==> src/rtl/core/box_support_point_assert.svh <==
// ============================================================================
// Assertion macros for the box support point block
// Shared property forms used by the checks at the end of the top-level RTL module.
// ============================================================================
`ifndef BOX_SUPPORT_POINT_ASSERT_SVH
`define BOX_SUPPORT_POINT_ASSERT_SVH

// The consequent must hold in the same cycle as the antecedent.
`define BSP_ASSERT_SAME(label, clk, rst, pre, post) \
   label: assert property (@(posedge clk) disable iff (rst) (pre) |-> (post)) \
      else $error("box_support_point: same-cycle check failed");

// The consequent must hold a fixed number of cycles after the antecedent.
`define BSP_ASSERT_AFTER(label, clk, rst, pre, n, post) \
   label: assert property (@(posedge clk) disable iff (rst) (pre) |-> ##n (post)) \
      else $error("box_support_point: delayed check failed");

// The antecedent must have been seen a fixed number of cycles earlier.
`define BSP_ASSERT_PAST(label, clk, rst, now, n, then_cond) \
   label: assert property (@(posedge clk) disable iff (rst) (now) |-> $past(then_cond, n)) \
      else $error("box_support_point: history check failed");

`endif

==> src/rtl/core/bsp_pkg.sv <==
// ============================================================================
// bsp_pkg
// Types, constants and helper functions shared by the support point modules.
// ============================================================================
package bsp_pkg;

   typedef logic signed [31:0] q16_type;
   typedef q16_type [2:0] vec3_type;
   typedef logic signed [33:0] off_type;
   typedef off_type [2:0] off3_type;

   typedef struct packed {
      vec3_type lo;
      vec3_type hi;
   } box_type;

   // One query as it sits in the queue between the front and the back.
   typedef struct packed {
      vec3_type   dir;
      vec3_type   pos;
      q16_type    quat_w;
      q16_type    quat_x;
      q16_type    quat_y;
      q16_type    quat_z;
      q16_type    bias;
      logic [4:0] shift;
      logic       zero;
   } query_type;

   typedef enum logic [2:0] {
      CSR_BOX_MIN_X,
      CSR_BOX_MIN_Y,
      CSR_BOX_MIN_Z,
      CSR_BOX_MAX_X,
      CSR_BOX_MAX_Y,
      CSR_BOX_MAX_Z
   } csr_index_type;

   localparam int NUM_CORNERS = 8;
   localparam int SQRT_STEPS  = 32;
   localparam int DIV_STEPS   = 33;
   localparam int COR_LAT     = 10;
   localparam int OFF_LAT     = 3 + SQRT_STEPS + 2 + DIV_STEPS + 1;
   localparam int ALIGN_LAT   = OFF_LAT - COR_LAT;
   localparam int TOTAL_LAT   = OFF_LAT + 2;

   // Corner visiting order; bit 0 picks max x, bit 1 max y, bit 2 max z.
   localparam logic [2:0] CORNER_SEL [NUM_CORNERS] =
      '{3'd0, 3'd1, 3'd2, 3'd4, 3'd7, 3'd6, 3'd5, 3'd3};

   function automatic logic signed [63:0] smul(input logic signed [31:0] a,
                                               input logic signed [31:0] b);
      return 64'(a) * 64'(b);
   endfunction

   function automatic q16_type sat_q16(input logic signed [39:0] v);
      q16_type r;
      if (v > 40'sd2147483647) begin
         r = 32'sh7fffffff;
      end else if (v < -40'sd2147483648) begin
         r = 32'sh80000000;
      end else begin
         r = v[31:0];
      end
      return r;
   endfunction

endpackage

==> src/rtl/core/bsp_queue.sv <==
// ============================================================================
// bsp_queue
// Two-entry queue between the front and the back of the block.
// ============================================================================
module bsp_queue
   import bsp_pkg::*;
(
   input  logic      clock,
   input  logic      reset,
   input  logic      push,
   input  query_type wr_data,
   output logic      full,
   output logic      pop,
   output query_type rd_data
);

   query_type  entry_ff [2];
   logic       wr_ptr_ff, wr_ptr_in;
   logic       rd_ptr_ff, rd_ptr_in;
   logic [1:0] count_ff, count_in;

   assign full    = (count_ff == 2'd2);
   assign pop     = (count_ff != 2'd0);
   assign rd_data = entry_ff[rd_ptr_ff];

   always_comb begin
      wr_ptr_in = push ? ~wr_ptr_ff : wr_ptr_ff;
      rd_ptr_in = pop ? ~rd_ptr_ff : rd_ptr_ff;
      count_in  = count_ff + 2'(push) - 2'(pop);
   end

   always_ff @(posedge clock) begin
      if (reset) begin
         wr_ptr_ff <= 1'b0;
         rd_ptr_ff <= 1'b0;
         count_ff  <= 2'd0;
      end else begin
         wr_ptr_ff <= wr_ptr_in;
         rd_ptr_ff <= rd_ptr_in;
         count_ff  <= count_in;
      end
   end

   always_ff @(posedge clock) begin
      if (push) begin
         entry_ff[wr_ptr_ff] <= wr_data;
      end
   end

endmodule

==> config.mk <==
export PLATFORM = sky130hd
export DESIGN_NAME = bsp_queue
export DESIGN_NICKNAME = d
export VERILOG_FILES = /design/src/rtl/core/box_support_point_assert.svh /design/src/rtl/core/bsp_pkg.sv /design/src/rtl/core/bsp_queue.sv
export SDC_FILE = /design/constraint.sdc
export NUM_CORES = 1
export LEC_CHECK = 0
export ABC_AREA = 1
export BUFFER_PORTS_ARGS = -buffer_cell sky130_fd_sc_hd__buf_4
export CAP_MARGIN = 15
export CORE_AREA = 2 2 280 282
export DETAILED_ROUTE_END_ITERATION = 6
export DIE_AREA = 0 0 282 284
export HOLD_SLACK_MARGIN = 0.05
export PLACE_DENSITY = 0.66
export SYNTH_ARGS = -nofsm -noshare
export SYNTH_HDL_FRONTEND = slang
export SYNTH_SLANG_ARGS = --single-unit
==> constraint.sdc <==
create_clock -name clock -period 20.3 [get_ports clock]
set_input_delay 5.075 -clock clock [delete_from_list [all_inputs] [get_ports clock]]
set_output_delay 5.075 -clock clock [all_outputs]
set_load 0.03 [all_outputs]
# [Word level (Yosys, flattened, before mapping)]
# Memories as Yosys holds them, arrays and structs flattened. A register that Yosys moved wholly into a read port is not among the register bits.
# Cells that the tools add are included.
[classes] add_sub_neg=2 multipliers=0 div_mod_pow=0 magnitude_cmp=0 eq_ne=1 shifts=0 muxes=4 bitwise_logic=2 reduce_logical=1
[op_table] cell="$mux W1" count=4
[op_table] cell="$add A2 B1 Y2" count=1
[op_table] cell="$eq A2 B2 Y1 const B" count=1
[op_table] cell="$not A1 Y1" count=2
[op_table] cell="$reduce_bool A2 Y1" count=1
[op_table] cell="$sub A2 B1 Y2" count=1
[word_totals] reg_bits=4 latch_bits=0 ramBits=716 romBits=0 in_bits=361 out_inout_bits=360 word_cells=14 mem_count=1
[memory_table] memory="entry_ff" depth=2 word_bits=358 read_ports=1 rd_ports_with_merged_regs=1 write_ports=1 line_no="bsp_queue.sv:17" rtl="query_type entry_ff [2];"

# [Depth between registers and ports, before layout]
[depth] ltp_word=3 ltp_mapped=6

# [Worst setup path after synthesis]
# No wires, ideal clock.
[synth_path] kind="in2reg" from="input push" to="memory entry_ff[0][0] (netlist name), enable pin" setup_time_ns=1.096 arrival_ns=20.064 setup_slack_ns=-0.859 path_stages=2 n_path_buf=0 path_cell_list="inv_1 nor2_1"
[synth_via] elab_chain_len=2
[synth_rtl] element="start, declared" line_no="bsp_queue.sv:10" rtl="input logic push,"
[synth_rtl] element="$mux W1" line_no="bsp_queue.sv:45" rtl="if (push) begin"
[synth_rtl] element="$mux W1 (not written as such)" line_no="bsp_queue.sv:46" rtl="entry_ff[wr_ptr_ff] <= wr_data;"
[synth_rtl] element="end, declared" line_no="bsp_queue.sv:17"
# Every way passes these cells.

==> flow_summary.yaml <==
setup_path:
  path_cells: "buf_4 > buf_4 > buf_4 > o21ai_0 > buf_4"
  worst_path_max_delay_cell: "buf_4"
  start_kind: "flip-flop"
  cp_max_fo: 121
  rr_worst_depth: 4
  worstPathRequired_ps: 15230
  setup.worst_path.class: "flip-flop to primary output"
  r2r-end: "entry_ff[1][108]"
  crit_buf_inv: 4
  path_delay_family: "buffers and inverters"
  end_kind: "primary output"
  arrival_ps: 4400
  crit_top_cell: "buf_4"
  crit_path_max_incr_delay_ps: 850
  rrSetupSlack_ps: 16930
  rr_startpoint: "wr_ptr_ff"
routing:
  avgRoutedWirePerCell_um: 17.2
  ant_nets: 0
  dr.first_iter.drc_count: 1068
  route.vias.total: 16224
  drt_pre_antenna_iters: 5
  drcViolationCount: 0
  wl_um: 64100
  viasPerCell: 4.35
synth:
  synthArstFlopShare_pct: 0
  yosys_warnings: 0
  synthCells: 1900
  synthFlopType: "edfxtp_1"
  synthDistinctLibCells: 16
  synth_commonest_cells: "edfxtp_1 (716), inv_1 (365), nand2_1 (362)"
  ys_top_cells_by_area: "edfxtp_1 (80%), inv_1 (5.1%), nand2_1 (5.1%)"
  synth.most_common_cell: "edfxtp_1"
  postSynthAreaPerCell_sq_um: 14.1
  synth_top_area_cell: "edfxtp_1"
  yosys_register_bits: 721
  synth_nets: 2262
  seq_area_frac_synth_pct: 80.6
  synth_enable_flop_cells: 716
  syn_area_sq_um: 26800
  synth_top_area_share_pct: 80.3
floorplan:
  io_pins: 721
  die_area_sq_um: 80100
  rows: 102
  coreArea_sq_um: 77000
  start_util_pct: 34.8
  die_y_um: 284
  die_w_um: 282
timing:
  rsz0062_at_grt: "no"
  fin_skew_ps: 23.7
  max-slew-margin-rel_pct: 29.7
  max_freq_mhz: 106
  setup_viol: 0
  worst_pin_slew_ps: 1050
  hold_viol: 0
  slew_viol_final: 0
  fin_tns_setup_ps: 0
  period_share_pct: 46.7
  post-route-min-period_ps: 9470
min_path:
  hold_end: "count_ff[1]"
  min_path_type: "flip-flop to flip-flop"
  min-delay-start: "count_ff[1]"
  holdPathStages: 2
clock_network:
  clk_pin_slew_ps: 60
  clk_latency_ps: 600
  ctsHoldBuffers: 0
  cts_buffers: 77
  htree_levels: 3
  cts_setup_buffers: 0
  ctsLongestPathBuffers: 3
  clock_sinks: 721
  post_cts_resized: 0
  clock-root-buffer: "clkbuf_16"
  cts_tree: "done"
placement:
  port-buffer-count: 720
  place_hpwl_um: 44300
  dp.cells: 3593
  finalWeightedCongestion: 0.824
layout:
  stdcell_count: 3732
  drive_above_1_share_pct: 31.2
  syn2layout_area_growth_pct: 32.3
  fill_cells: 6862
  fin_nets: 2994
global_routing:
  grtUsageTotal_pct: 15.5
  grt_max_degree: 233
  grt-ovfl-total: 0
  antenna_found_initial: 5
  grt_pass1_wl_um: 93300
  grt_pass1_vias: 15652
status:
  status: "complete, no violations"
power:
  cellPowerDensity_nw_per_um2: 100
  power.leakage_nw: 14.3
  vdd_drop_max_mv: 0.0732
run:
  maxCapViolCount: 0
[worst max-delay path by stage]
stage                    from  cells past startpoint  slack (ps)             end
finish              flip-flop                      5       10830     rd_data[74]
global placement    flip-flop                      5       11630     rd_data[35]
CTS                 flip-flop                      5       10830     rd_data[25]
detailed placement  flip-flop                      5       11500     rd_data[25]
global route        flip-flop                      6       10390     rd_data[39]
floorplan                push                      2        5410  entry_ff[0][0]
[power by group]
group / internal [mW] / switching (mW) / total, mW
clock network: 0.783 / 0.557 / 1.34
logic: 0.159 / 0.302 / 0.460
registers: 1.73 / 0.0183 / 1.75
total: 2.67 / 0.877 / 3.55
[final cells by class]
type	count	area, sq um	share of cell area, %
Sequential cell	721	21600	61.0
Tap cell	1040	1300	3.67
Multi-Input combinational cell	734	3220	9.09
Inverter	365	1380	3.89
Timing Repair Buffer	733	5530	15.6
Clock buffer	96	2020	5.70
Antenna cell	2	5.00	0.0141
Clock inverter	41	383	1.08
[worst register-to-register path, delay by kind of cell, from the launching register on]
family,cells,cell delay (ps)
buffers and inverters,3,2400
flip-flops,1,390
AND/OR/NAND/NOR,1,150
[cells in the final DEF, fill, tap and decap left out, drive strengths merged]
| cell type | n |
|---|---|
| edfxtp | 716 |
| a21oi | 1 |
| inv | 367 |
| dfxtp | 5 |
| diode | 2 |
| clkinv | 30 |
| ha | 1 |
| clkbuf | 96 |
| nand3 | 1 |
| buf | 733 |
| clkinvlp | 3 |
| bufinv | 6 |
| o21ai | 358 |
| nand2 | 362 |
| nor3 | 1 |
| nor2 | 10 |
[per-stage QoR]
stage	hold WS [ps]	setup slack, ps	area, sq um	total power [mW]	util (%)
final	543	10830	35400	3.55	46.1
after global placement	504	11630	33000	2.23	42.9
after floorplan	490	5410	26800	2.05	-
after detailed placement	535	11500	33000	2.24	42.9
after CTS	549	10830	35400	3.59	46.0
after global routing	597	10390	35400	3.68	46.0
[metal layers]
layer	part of all wire, %	global-route usage [%]
met1	37	17.5
met2	50	26.4
met3	10	5.31
met4	3.4	6.53
met5	0.097	0
[state kept, by name, summed over array words and instances (netlist names), named ones only]
signal     count
count_ff       2
entry_ff     716
rd_ptr_ff      1
wr_ptr_ff      1
[logic make-up (layout without fill, tap and decap cells)]
family | count (synthesis) | count (layout) | synth area share (%)
AO/OA/AOI/OAI | 359 | 359 | 6.71
adder cells (fa/ha/maj) | 1 | 1 | 0.0467
buffers and inverters | 445 | 1235 | 7.35
flip-flops | 721 | 721 | 80.6
other | 0 | 2 | 0
AND/OR/NAND/NOR | 374 | 374 | 5.25
No activity file was read; power rests on OpenSTA's default activity.
