**src/rtl/core/box_support_point_assert.svh**
```systemverilog
// ============================================================================
// Assertion macros for the box support point block
// Shared property forms used by the checks at the end of the top-level RTL module.
// ============================================================================
`ifndef BOX_SUPPORT_POINT_ASSERT_SVH
`define BOX_SUPPORT_POINT_ASSERT_SVH

// The consequent must hold in the same cycle as the antecedent.
`define BSP_ASSERT_SAME(label, clk, rst, pre, post) \
   label: assert property (@(posedge clk) disable iff (rst) (pre) |-> (post)) \
      else $error("box_support_point: same-cycle check failed");

// The consequent must hold a fixed number of cycles after the antecedent.
`define BSP_ASSERT_AFTER(label, clk, rst, pre, n, post) \
   label: assert property (@(posedge clk) disable iff (rst) (pre) |-> ##n (post)) \
      else $error("box_support_point: delayed check failed");

// The antecedent must have been seen a fixed number of cycles earlier.
`define BSP_ASSERT_PAST(label, clk, rst, now, n, then_cond) \
   label: assert property (@(posedge clk) disable iff (rst) (now) |-> $past(then_cond, n)) \
      else $error("box_support_point: history check failed");

`endif

```
**src/rtl/core/bsp_pkg.sv**
```systemverilog
// ============================================================================
// bsp_pkg
// Types, constants and helper functions shared by the support point modules.
// ============================================================================
package bsp_pkg;

   typedef logic signed [31:0] q16_type;
   typedef q16_type [2:0] vec3_type;
   typedef logic signed [33:0] off_type;
   typedef off_type [2:0] off3_type;

   typedef struct packed {
      vec3_type lo;
      vec3_type hi;
   } box_type;

   // One query as it sits in the queue between the front and the back.
   typedef struct packed {
      vec3_type   dir;
      vec3_type   pos;
      q16_type    quat_w;
      q16_type    quat_x;
      q16_type    quat_y;
      q16_type    quat_z;
      q16_type    bias;
      logic [4:0] shift;
      logic       zero;
   } query_type;

   typedef enum logic [2:0] {
      CSR_BOX_MIN_X,
      CSR_BOX_MIN_Y,
      CSR_BOX_MIN_Z,
      CSR_BOX_MAX_X,
      CSR_BOX_MAX_Y,
      CSR_BOX_MAX_Z
   } csr_index_type;

   localparam int NUM_CORNERS = 8;
   localparam int SQRT_STEPS  = 32;
   localparam int DIV_STEPS   = 33;
   localparam int COR_LAT     = 10;
   localparam int OFF_LAT     = 3 + SQRT_STEPS + 2 + DIV_STEPS + 1;
   localparam int ALIGN_LAT   = OFF_LAT - COR_LAT;
   localparam int TOTAL_LAT   = OFF_LAT + 2;

   // Corner visiting order; bit 0 picks max x, bit 1 max y, bit 2 max z.
   localparam logic [2:0] CORNER_SEL [NUM_CORNERS] =
      '{3'd0, 3'd1, 3'd2, 3'd4, 3'd7, 3'd6, 3'd5, 3'd3};

   function automatic logic signed [63:0] smul(input logic signed [31:0] a,
                                               input logic signed [31:0] b);
      return 64'(a) * 64'(b);
   endfunction

   function automatic q16_type sat_q16(input logic signed [39:0] v);
      q16_type r;
      if (v > 40'sd2147483647) begin
         r = 32'sh7fffffff;
      end else if (v < -40'sd2147483648) begin
         r = 32'sh80000000;
      end else begin
         r = v[31:0];
      end
      return r;
   endfunction

endpackage

```
**src/rtl/core/bsp_front.sv**
```systemverilog
// ============================================================================
// bsp_front
// Accepts queries and works out the direction normalising shift.
// ============================================================================
module bsp_front
   import bsp_pkg::*;
(
   input  logic      reset,
   input  logic      start,
   input  q16_type   req_dir_x,
   input  q16_type   req_dir_y,
   input  q16_type   req_dir_z,
   input  q16_type   req_pos_x,
   input  q16_type   req_pos_y,
   input  q16_type   req_pos_z,
   input  q16_type   req_quat_w,
   input  q16_type   req_quat_x,
   input  q16_type   req_quat_y,
   input  q16_type   req_quat_z,
   input  q16_type   req_bias,
   input  logic      queue_full,
   output logic      busy,
   output logic      push,
   output query_type query
);

   logic [31:0] abs_x, abs_y, abs_z, or_word;
   logic [4:0]  msb;

   assign busy = reset | queue_full;
   assign push = start & ~busy;

   // The largest magnitude and the OR of all magnitudes share a leading bit.
   always_comb begin
      abs_x   = req_dir_x[31] ? (~req_dir_x + 32'd1) : req_dir_x;
      abs_y   = req_dir_y[31] ? (~req_dir_y + 32'd1) : req_dir_y;
      abs_z   = req_dir_z[31] ? (~req_dir_z + 32'd1) : req_dir_z;
      or_word = abs_x | abs_y | abs_z;
      msb     = '0;
      for (int b = 0; b < 32; b++) begin
         if (or_word[b]) begin
            msb = 5'(b);
         end
      end
   end

   always_comb begin
      query.dir    = {req_dir_z, req_dir_y, req_dir_x};
      query.pos    = {req_pos_z, req_pos_y, req_pos_x};
      query.quat_w = req_quat_w;
      query.quat_x = req_quat_x;
      query.quat_y = req_quat_y;
      query.quat_z = req_quat_z;
      query.bias   = req_bias;
      query.zero   = (or_word == 32'd0);
      query.shift  = (msb >= 5'd30) ? 5'd0 : (5'd30 - msb);
   end

endmodule

```
**config.mk**
```make
export PLATFORM = sky130hd
export DESIGN_NAME = bsp_front
export DESIGN_NICKNAME = d
export VERILOG_FILES = /design/src/rtl/core/box_support_point_assert.svh /design/src/rtl/core/bsp_pkg.sv /design/src/rtl/core/bsp_front.sv
export SDC_FILE = /design/constraint.sdc
export NUM_CORES = 1
export LEC_CHECK = 0
export BUFFER_PORTS_ARGS = -buffer_cell sky130_fd_sc_hd__buf_2
export CAP_MARGIN = 25
export CORE_AREA = 2 2 276 278
export DETAILED_ROUTE_END_ITERATION = 6
export DIE_AREA = 0 0 278 280
export GPL_ROUTABILITY_DRIVEN = 0
export GPL_TIMING_DRIVEN = 0
export SYNTH_ARGS = -nofsm -noshare
export SYNTH_HDL_FRONTEND = slang
export SYNTH_SLANG_ARGS = --single-unit
export TNS_END_PERCENT = 50
```
**constraint.sdc**
```tcl
create_clock -name vclk -period 7.1
set_input_delay 1.775 -clock vclk [all_inputs]
set_output_delay 1.775 -clock vclk [all_outputs]
set_load 0.01 [all_outputs]
```
* Word-level counts from Yosys, hierarchy flattened
Cells that the tools add are included.
** Word-level totals
- Bits of input ports :: 355
- Logic and storage cells :: 49
- Output and inout port bits :: 360
- Flip-flop bits (word level) :: 0
** Operators by class
- $add $sub $neg :: 4
- Bitwise logic cells :: 8
- Order comparisons :: 1
- Multiplexer cells :: 35
- Reduce and logical (&&, ||, !) cells :: 1
** Operators with widths (count)
- 5-bit 2-to-1 mux :: 31
- 32-bit by 1-bit adder with 32-bit output (second input constant) :: 3
- 32-bit 2-to-1 mux :: 3
- 32-bit inverter :: 3
- 32-bit OR :: 2
- 32-bit logical NOT :: 1
- 5-bit >= comparator (second input constant) :: 1
- 5-bit subtractor (first input constant) :: 1
- 1-bit bitwise AND :: 1
- 1-bit 2-to-1 mux :: 1
- 1-bit inverter :: 1
- 1-bit OR :: 1

* Logic depth before layout (Yosys ltp)
Gate-level depths: netlist of the first run.
- Depth after elaboration :: 38
- Mapped depth :: 16
- Depth with buffers taken out :: 15

* Worst setup path before layout of the first run
OpenSTA, ideal clock, no wires.
- Path type :: input to output
- Start :: input req_dir_x[0]
- End :: output query[4] (netlist name)
- Buffers on the path :: 1
- Required time :: 5.325 ns
- Data arrival time :: 5.337 ns
- Setup slack :: -0.012 ns
- Cell stages on the path :: 16
- Cell sequence :: inv_1 -> ha_1 -> or4b_1 -> or4_1 -> buf_2 -> nor4_1 -> mux2i_1 -> nand4_1 -> or2_0 -> a221oi_1 -> a211oi_1 -> or3_4 -> ha_1 -> o21bai_1 -> nand2_1 -> mux2i_1
** RTL lines
- from (decl) :: RTL line bsp_front.sv:10 : input q16_type req_dir_x,
- to (decl) :: RTL line bsp_front.sv:24 : output query_type query

==> impl_metrics.csv, run 1 <==
group,metric,value,unit
critical_path,path_cells,"buf_2 > or4_4 > or4_4 > buf_8 > nor4_4 > mux2i_1 > nand4_1 > buf_4 > a41oi_2 > nor2_1 > or4_4 > o21a_4 > ha_4 > o21bai_4 > buf_4 > and2_1 > buf_6",
critical_path,max_stage_delay,0.58,ns
critical_path,worstPathArrival,5.69,ns
logic_synthesis,netlist_area,5590,µm²
logic_synthesis,yosys_warnings,0,
outcome,violations,"setup timing",
floorplanning,ios,715,
timing,setup-violations-final,5,
timing,finalMaxSlewViolations,0,
power,vdd_drop_max,0.0258,mV
timing,finalWorstSetupSlack,-0.366,ns
placed_design,portBuffers,458,
critical_path,path_buf_inv,5,
critical_path,endpoint_kind,"output pin",
route,drc,0,
route,vias,7236,
critical_path,setup.worst_path.start_class,"input port",
logic_synthesis,synth_cells,770,
route,finalWirelength,41000,µm
layout,area_growth,80.5,%
layout,final_common_cell,"buf_2",
timing,hold_violations,0,
placed_design,hpwl,36900,µm
timing,tns,-1.71,ns
grt,groute.usage.overall,9.50,%
timing,min_period_over_period,105,%
min_path,hold_class,"in2out",
floorplanning,die_h,280,µm
timing,hold_ws,3.73,ns
logic_synthesis,synth_area_per_cell,7.26,µm²
layout,clkbuf_count,0,
timing,fmax,0.134,GHz
timing,worst_slew_pin_slew,0.835,ns
grt,grt_pass1_vias,6516,
min_path,whs_endpoint,"query[94]",
critical_path,startpoint,"req_dir_x[6]",
min_path,hp-start,"req_quat_y[24]",
critical_path,worstSetupPathType,"in2out",
route,detail-route-antenna-nets,0,
power,power,592,µW
floorplanning,die_w,278,µm
outcome,outcome,"complete, but fails checks",
layout,seqCellArea,0,µm²
floorplanning,coreArea,75200,µm²
route,drt_iter0_drc,404,
logic_synthesis,syn-num-nets,1130,
layout,final_net_count,1629,
power,leakage,0.00481,µW
layout,drive_above_1_share,74.6,%
grt,grt_remaining_overflow,0,
grt,grt_max_degree,11,
grt,antenna_found_initial,15,
timing,finalCriticalPeriod,7.47,ns
critical_path,crit_path_frequent_cell,"or4_4",
floorplanning,start_util,7.43,%
floorplanning,rows,101,
placed_design,pre_cts_ws,-0.800,ns
route,wl_per_cell,18.2,µm
critical_path,path_max_fanout,5,
timing,maxSlewHeadroom,44.3,%
power,power_density,58.7,nW/µm²
logic_synthesis,synth-seq-area-share,0,%
layout,final_cell_mix,"buf_2, buf_4, xor2_1",
logic_synthesis,ys_types,70,
min_path,holdPathStages,2,
floorplanning,dieArea,77800,µm²
layout,seq_cell_count,0,
critical_path,crit_family,"simple AND/OR/NAND/NOR gates",
run,maxCapViolations,0,
route,via_per_inst,3.21,
route,drtPass1Iterations,5,
grt,grt_pass1_wl,51700,µm
timing,rsz0062_at_grt,"yes",
critical_path,crit_slowest_cell,"or4_4",
critical_path,cp.required,5.33,ns
[what timing repair did]
item	in CTS	in global routing
buffers inserted	28	12
setup endpoints to repair	6	6
endpoints found under the hold margin	0	0
gates cloned	1	0
pin swaps	38	28
hold buffers	0	0
resized for setup	100	37
[final cells by class]
cell class | instances | area [µm²]
fillers | 8641 | 65100
multi-input cells | 382 | 3280
diodes | 7 | 17.5
plain buffers | 369 | 2750
inverters | 17 | 76.3
repair buffers | 499 | 2740
well taps | 978 | 1220
[logic make-up (layout without fill, tap and decap cells)]
family | count (synthesis) | count (layout) | synth area share (%)
compound gates | 120 | 120 | 17.3
xor+xnor | 72 | 72 | 11.3
fa+ha+maj | 5 | 5 | 1.12
buf+inv | 388 | 885 | 50.1
mux | 5 | 5 | 0.896
other cells | 0 | 7 | 0
simple gates | 180 | 180 | 19.3
[how the worst max path moves through the flow]
| stage | end | slack, ns | cells past startpoint |
|---|---|---|---|
| global route | query[4] | -0.53 | 16 |
| floorplan | query[4] | 0.04 | 16 |
| finish | query[2] | -0.37 | 17 |
| global placement | query[3] | -0.78 | 18 |
| CTS | query[4] | -0.28 | 18 |
| detailed placement | query[3] | -0.80 | 18 |
[per-layer routing]
layer	routed length, µm	track usage, %	vias to the layer above
li1	-	-	3369
met1	16900	12.1	3284
met2	19400	16.1	531
met3	4040	2.62	44
met4	687	1.47	8
met5	54	0	-
[synth_stat cells (2+ instances only)]
| library cell | number | area [µm²] |
|---|---|---|
| mux2i_1 | 5 | 50.1 |
| o41ai_1 | 20 | 175 |
| o2bb2ai_1 | 3 | 26.3 |
| nand2_1 | 14 | 52.6 |
| buf_2 | 4 | 20.0 |
| or3_1 | 12 | 75.1 |
| and2_1 | 2 | 12.5 |
| clkbuf_1 | 12 | 45.0 |
| a31oi_1 | 9 | 56.3 |
| nand3_1 | 24 | 120 |
| inv_1 | 15 | 56.3 |
| nor4_2 | 2 | 25.0 |
| nor4_1 | 15 | 93.8 |
| o21ai_0 | 20 | 100 |
| nor3_1 | 15 | 75.1 |
| a211oi_1 | 2 | 15.0 |
| a21oi_1 | 3 | 15.0 |
| buf_4 | 352 | 2640 |
| nand2b_1 | 5 | 31.3 |
| xor2_1 | 49 | 429 |
| ha_1 | 5 | 62.6 |
| nor2b_1 | 7 | 43.8 |
| nand3b_1 | 3 | 22.5 |
| o31ai_1 | 26 | 195 |
| and4_1 | 3 | 26.3 |
| o41ai_2 | 4 | 65.1 |
| or4_4 | 4 | 45.0 |
| o21a_1 | 2 | 15.0 |
| or2_1 | 3 | 18.8 |
| xnor2_1 | 23 | 201 |
| a2111oi_2 | 2 | 30.0 |
| buf_6 | 2 | 22.5 |
| o21bai_1 | 2 | 15.0 |
| o211ai_1 | 2 | 15.0 |
| nand4_1 | 8 | 50.1 |
| o311a_1 | 2 | 20.0 |
| and3_1 | 3 | 18.8 |
| or4_1 | 18 | 135 |
| or2_2 | 9 | 56.3 |
| nor2_1 | 24 | 90.1 |
| a211o_1 | 2 | 17.5 |
| a21o_1 | 3 | 22.5 |
| a41oi_1 | 3 | 26.3 |
[report_power, final]
group	switching, µW	internal (µW)	total, µW
Sequential	0	0	0
Combinational	299	294	592
Clock	0	0.000122	0.000122
[through the flow]
step | instance area [µm²] | std cells | util, %
2_1_floorplan | 5590 | 770 | -
3_3_place_gp | 9110 | 2206 | 12.1
3_5_place_dp | 9110 | 2206 | 12.1
4_1_cts | 9810 | 2233 | 13.0
5_1_grt | 10100 | 2251 | 13.4
6_report | 10100 | 2252 | 13.4
No activity file was read; power rests on OpenSTA's default activity.
==> inputs of run 2 (changes only) <==
--- a/config.mk
+++ b/config.mk
@@ -12,6 +12,7 @@
 export DIE_AREA = 0 0 278 280
 export GPL_ROUTABILITY_DRIVEN = 0
 export GPL_TIMING_DRIVEN = 0
+export REMOVE_ABC_BUFFERS = 1
 export SYNTH_ARGS = -nofsm -noshare
 export SYNTH_HDL_FRONTEND = slang
 export SYNTH_SLANG_ARGS = --single-unit
==> impl_metrics.csv, run 2 (synthesis results as in run 1) <==
group,metric,value,unit
grt,groute.usage.overall,25.5,%
timing,setup-violations-final,6,
floorplanning,rows,101,
critical_path,cp.depth,18,
timing,fmax,0.133,GHz
grt,grt_pass1_wl,113000,µm
layout,fillers,8792,
timing,min_period_over_period,106,%
placed_design,dp_cells,1580,
layout,clkbuf_count,0,
critical_path,crit_family,"simple AND/OR/NAND/NOR gates",
critical_path,max_stage_delay,0.61,ns
critical_path,path_cells,"buf_6 > inv_4 > ha_4 > or4b_4 > buf_6 > or4_4 > o31ai_4 > xor2_1 > nand3_2 > a41oi_2 > nor2_1 > or4_4 > o21a_4 > ha_4 > o21bai_4 > nand2_2 > mux2i_2 > buf_4",
layout,drive_above_1_share,52.3,%
grt,grt_pass1_vias,4720,
layout,area_growth,7.70,%
grt,grt_remaining_overflow,0,
layout,seqCellArea,0,µm²
timing,hold_violations,0,
route,wl_per_cell,63.7,µm
run,maxCapViolations,0,
floorplanning,coreArea,75200,µm²
timing,finalCriticalPeriod,7.51,ns
placed_design,portBuffers,203,
critical_path,startpoint,"req_dir_x[0]",
timing,finalWorstSetupSlack,-0.405,ns
placed_design,hpwl,97700,µm
layout,final_cell_mix,"buf_2, xor2_1, buf_4",
grt,grt_max_degree,37,
critical_path,crit_slowest_cell,"or4_4",
power,vdd_drop_max,0.0424,mV
floorplanning,die_h,280,µm
route,vias,5798,
route,drt_iter0_drc,395,
floorplanning,start_util,7.43,%
critical_path,worstSetupPathType,"in2out",
timing,worst_slew_pin_slew,0.914,ns
critical_path,endpoint_kind,"output pin",
clocking,cts-hold-fix-buffers,0,
layout,final_common_cell,"buf_2",
outcome,outcome,"complete, but fails checks",
route,via_per_inst,3.57,
layout,multiInputGateArea,3310,µm²
layout,stdcell_count,1624,
grt,antenna_found_initial,2,
critical_path,endpoint,"query[4]",
route,drc,0,
power,power_density,51.3,nW/µm²
layout,final_net_count,1002,
critical_path,path_buf_inv,4,
timing,rsz0062_at_grt,"yes",
floorplanning,dieArea,77800,µm²
outcome,violations,"setup timing",
critical_path,setup.worst_path.start_class,"input port",
route,detail-route-antenna-nets,0,
timing,maxSlewHeadroom,39.1,%
critical_path,worstPathArrival,5.73,ns
route,finalWirelength,103000,µm
floorplanning,ios,715,
min_path,hold_class,"in2out",
layout,seq_cell_count,0,
power,leakage,0.00204,µW
floorplanning,die_w,278,µm
route,drtPass1Iterations,5,
critical_path,path_max_fanout,5,
critical_path,cp.required,5.33,ns
timing,finalMaxSlewViolations,0,
min_path,holdPathStages,0,
timing,hold_ws,3.55,ns
[run 2: layer usage]
| metal | wire length [µm] | track usage, % | vias to the layer above |
|---|---|---|---|
| met2 | 44400 | 39.5 | 1040 |
| met4 | 8890 | 17.4 | 14 |
| li1 | - | - | 2131 |
| met3 | 30800 | 34.7 | 104 |
| met5 | 817 | 8.01 | - |
| met1 | 18500 | 13.3 | 2509 |
[run 2: what timing repair did]
action | CTS | global route
pin swaps | 43 | 28
gates resized for setup | 93 | 35
gates cloned | 2 | 0
buffers inserted | 27 | 9
setup endpoints to repair | 6 | 6
[run 2: stage by stage]
stage	total power, µW	setup slack, ns	area, µm²	util, %	setup TNS, ns
after floorplan	98.0	-0.0866	2850	-	-0.122
after global placement	254	-1.54	5090	6.77	-8.52
after detailed placement	256	-1.59	5100	6.78	-8.42
after CTS	291	-0.349	5750	7.64	-1.69
after global routing	329	-0.515	6000	7.98	-2.59
final	309	-0.405	6020	8.00	-2.00
[run 2: final cells by class]
class | instances | area share [%]
antenna | 6 | 0.250
inverter | 17 | 1.19
multi-input combinational | 384 | 54.9
tap | 978 | 20.3
timing repair buffer | 239 | 23.3
[run 2: how the worst min path moves through the flow]
stage	start	end	slack, ns
global route	req_bias[0]	query[6]	3.55
floorplan	req_quat_y[30]	query[100]	3.55
finish	req_bias[3]	query[9]	3.55
CTS	req_bias[3]	query[9]	3.55
detailed placement	req_bias[3]	query[9]	3.55
global placement	req_bias[3]	query[9]	3.55
[run 2: power by group]
group / switching (µW) / total, µW / internal (µW)
logic: 187 / 309 / 121
clock network: 0 / 0.0000202 / 0.0000201
registers: 0 / 0 / 0
total: 187 / 309 / 121
==> inputs of run 3 (changes only) <==
--- a/config.mk
+++ b/config.mk
@@ -5,11 +5,12 @@
 export SDC_FILE = /design/constraint.sdc
 export NUM_CORES = 1
 export LEC_CHECK = 0
+export ABC_AREA = 1
 export BUFFER_PORTS_ARGS = -buffer_cell sky130_fd_sc_hd__buf_2
 export CAP_MARGIN = 25
-export CORE_AREA = 2 2 276 278
+export CORE_AREA = 2 2 278 280
 export DETAILED_ROUTE_END_ITERATION = 6
-export DIE_AREA = 0 0 278 280
+export DIE_AREA = 0 0 280 282
 export GPL_ROUTABILITY_DRIVEN = 0
 export GPL_TIMING_DRIVEN = 0
 export REMOVE_ABC_BUFFERS = 1
==> impl_metrics.csv, run 3 <==
group,metric,value,unit
outcome,outcome,"finished clean",
power,leakage,0.00243,µW
layout,seq_cell_count,0,
power,power,312,µW
grt,grt_max_degree,30,
route,detail-route-antenna-nets,0,
timing,min_period_over_period,99.0,%
grt,grt_pass1_vias,4718,
critical_path,max_stage_delay,0.30,ns
critical_path,worstPathArrival,5.25,ns
critical_path,setup.worst_path.start_class,"input port",
critical_path,endpoint_kind,"output pin",
critical_path,path_cells,"buf_8 > inv_8 > ha_4 > nand3_4 > nor2_4 > nand4_1 > buf_6 > nor4_4 > nand2_1 > nand2_2 > o21ai_4 > o31ai_4 > nand2_1 > xor2_1 > nor3_2 > nand2_1 > o211ai_1 > nand2_2 > ha_4 > nand2_2 > nor2_2 > xor2_1 > nor2_1 > buf_6",
min_path,holdPathStages,0,
logic_synthesis,synth_area_per_cell,6.08,µm²
critical_path,crit_slowest_cell,"nor4_4",
layout,seqCellArea,0,µm²
route,wl_per_cell,58.7,µm
grt,antenna_found_initial,6,
power,power_density,52.0,nW/µm²
layout,area_growth,6.64,%
floorplanning,rows,101,
route,drtPass1Iterations,5,
floorplanning,coreArea,75700,µm²
route,drt_iter0_drc,370,
min_path,hp-start,"req_bias[2]",
logic_synthesis,synth_top_area_share,46.9,%
timing,maxSlewHeadroom,53.5,%
logic_synthesis,netlist_area,5640,µm²
layout,fillers,8911,
route,vias,5839,
floorplanning,die_h,282,µm
floorplanning,die_w,280,µm
grt,grt_pass1_wl,113000,µm
placed_design,dp_cells,1747,
critical_path,path_buf_inv,4,
timing,rsz0062_at_grt,"yes",
run,maxCapViolations,0,
logic_synthesis,synth.area.top_cells,"buf_4, nand2_1, xor2_1",
layout,final_cell_mix,"buf_2, nand2_1, nor2_1",
layout,stdcell_count,1785,
min_path,whs_endpoint,"query[8]",
logic_synthesis,ys_types,45,
layout,clkbuf_count,0,
layout,final_net_count,1164,
critical_path,crit_family,"simple AND/OR/NAND/NOR gates",
floorplanning,ios,715,
logic_synthesis,yosysTopAreaCell,"buf_4",
logic_synthesis,yosys_warnings,0,
layout,multiInputGateArea,3010,µm²
power,vdd_drop_max,0.0351,mV
placed_design,portBuffers,203,
min_path,hold_class,"in2out",
logic_synthesis,synth-seq-area-share,0,%
timing,finalCriticalPeriod,7.03,ns
timing,fmax,0.142,GHz
critical_path,worstSetupPathType,"in2out",
grt,grt_remaining_overflow,0,
timing,tns,0,ns
floorplanning,start_util,7.45,%
layout,final_common_cell,"buf_2",
layout,post-route-cell-area,6010,µm²
critical_path,path_max_fanout,4,
logic_synthesis,synth_cells,928,
clocking,cts-hold-fix-buffers,0,
timing,worst_slew_pin_slew,0.690,ns
critical_path,cp.required,5.33,ns
layout,drive_above_1_share,41.9,%
grt,groute.usage.overall,25.4,%
route,drc,0,
timing,finalMaxSlewViolations,0,
logic_synthesis,yosysMostFrequentCell,"buf_4",
floorplanning,dieArea,79000,µm²
placed_design,hpwl,99400,µm
timing,hold_violations,0,
placed_design,dpl_cell_area,5190,µm²
timing,setup-violations-final,0,
route,via_per_inst,3.27,
logic_synthesis,synthTopCellsByCount,"buf_4, nand2_1, nor2_1, inv_1, xor2_1",
route,finalWirelength,105000,µm
==> run 3: kinds of logic (layout without fill, tap and decap cells) <==
logic type / Yosys count / count (layout) / share of synthesized area, %
other: 0 / 5 / 0
buffers and inverters: 439 / 313 / 52.8
and+or+nand+nor: 354 / 354 / 27.5
adders and majority gates: 5 / 5 / 1.11
AOI/OAI and AO/OA: 53 / 53 / 6.64
xor gates and xnor gates: 77 / 77 / 12.0
==> run 3: what timing repair did <==
item                       4_1_cts  5_1_grt
gates cloned                     0        1
buffers inserted                21       11
pin swaps                       27       52
setup endpoints to repair        6        6
gates resized for setup         61       86
==> run 3: final cells by class <==
class	count	share of cell area, %
diodes	5	0.208
inverters	77	5.47
multi-input cells	489	50.1
well taps	978	20.4
repair buffers	236	23.9
==> run 3: routing by layer <==
metal / global-route usage [%] / vias up / wire length, µm
met4: 12.4 / 12 / 6300
li1: - / 2293 / -
met5: 6.47 / - / 719
met2: 43.1 / 1008 / 49100
met1: 10.8 / 2444 / 15700
met3: 36.8 / 82 / 32900
==> run 3: worst max-delay path by stage <==
stage             startpoint  endpoint  depth (start not counted)
3_3_place_gp   req_dir_y[31]  query[3]                         22
4_1_cts         req_dir_x[3]  query[3]                         28
2_1_floorplan   req_dir_x[1]  query[5]                         21
6_report        req_dir_x[1]  query[5]                         24
5_1_grt         req_dir_z[0]  query[4]                         47
3_5_place_dp   req_dir_y[31]  query[3]                         22
==> run 3: power breakdown <==
part	leakage (µW)	internal (µW)	switching [µW]	total [µW]
clock	0.0000000317	0.0000949	0	0.0000950
combinational	0.00243	121	191	312
sequential	0	0	0	0
total	0.00243	121	191	312
==> run 3: metrics by stage <==
step | setup WS, ns | utilization, % | hold slack (ns)
after floorplan | 0.693 | - | 3.55
after global placement | -1.20 | 6.86 | 3.55
after detailed placement | -1.26 | 6.86 | 3.55
after CTS | 0.00270 | 7.39 | 3.55
after global routing | -0.221 | 7.93 | 3.55
final | 0.0733 | 7.94 | 3.55
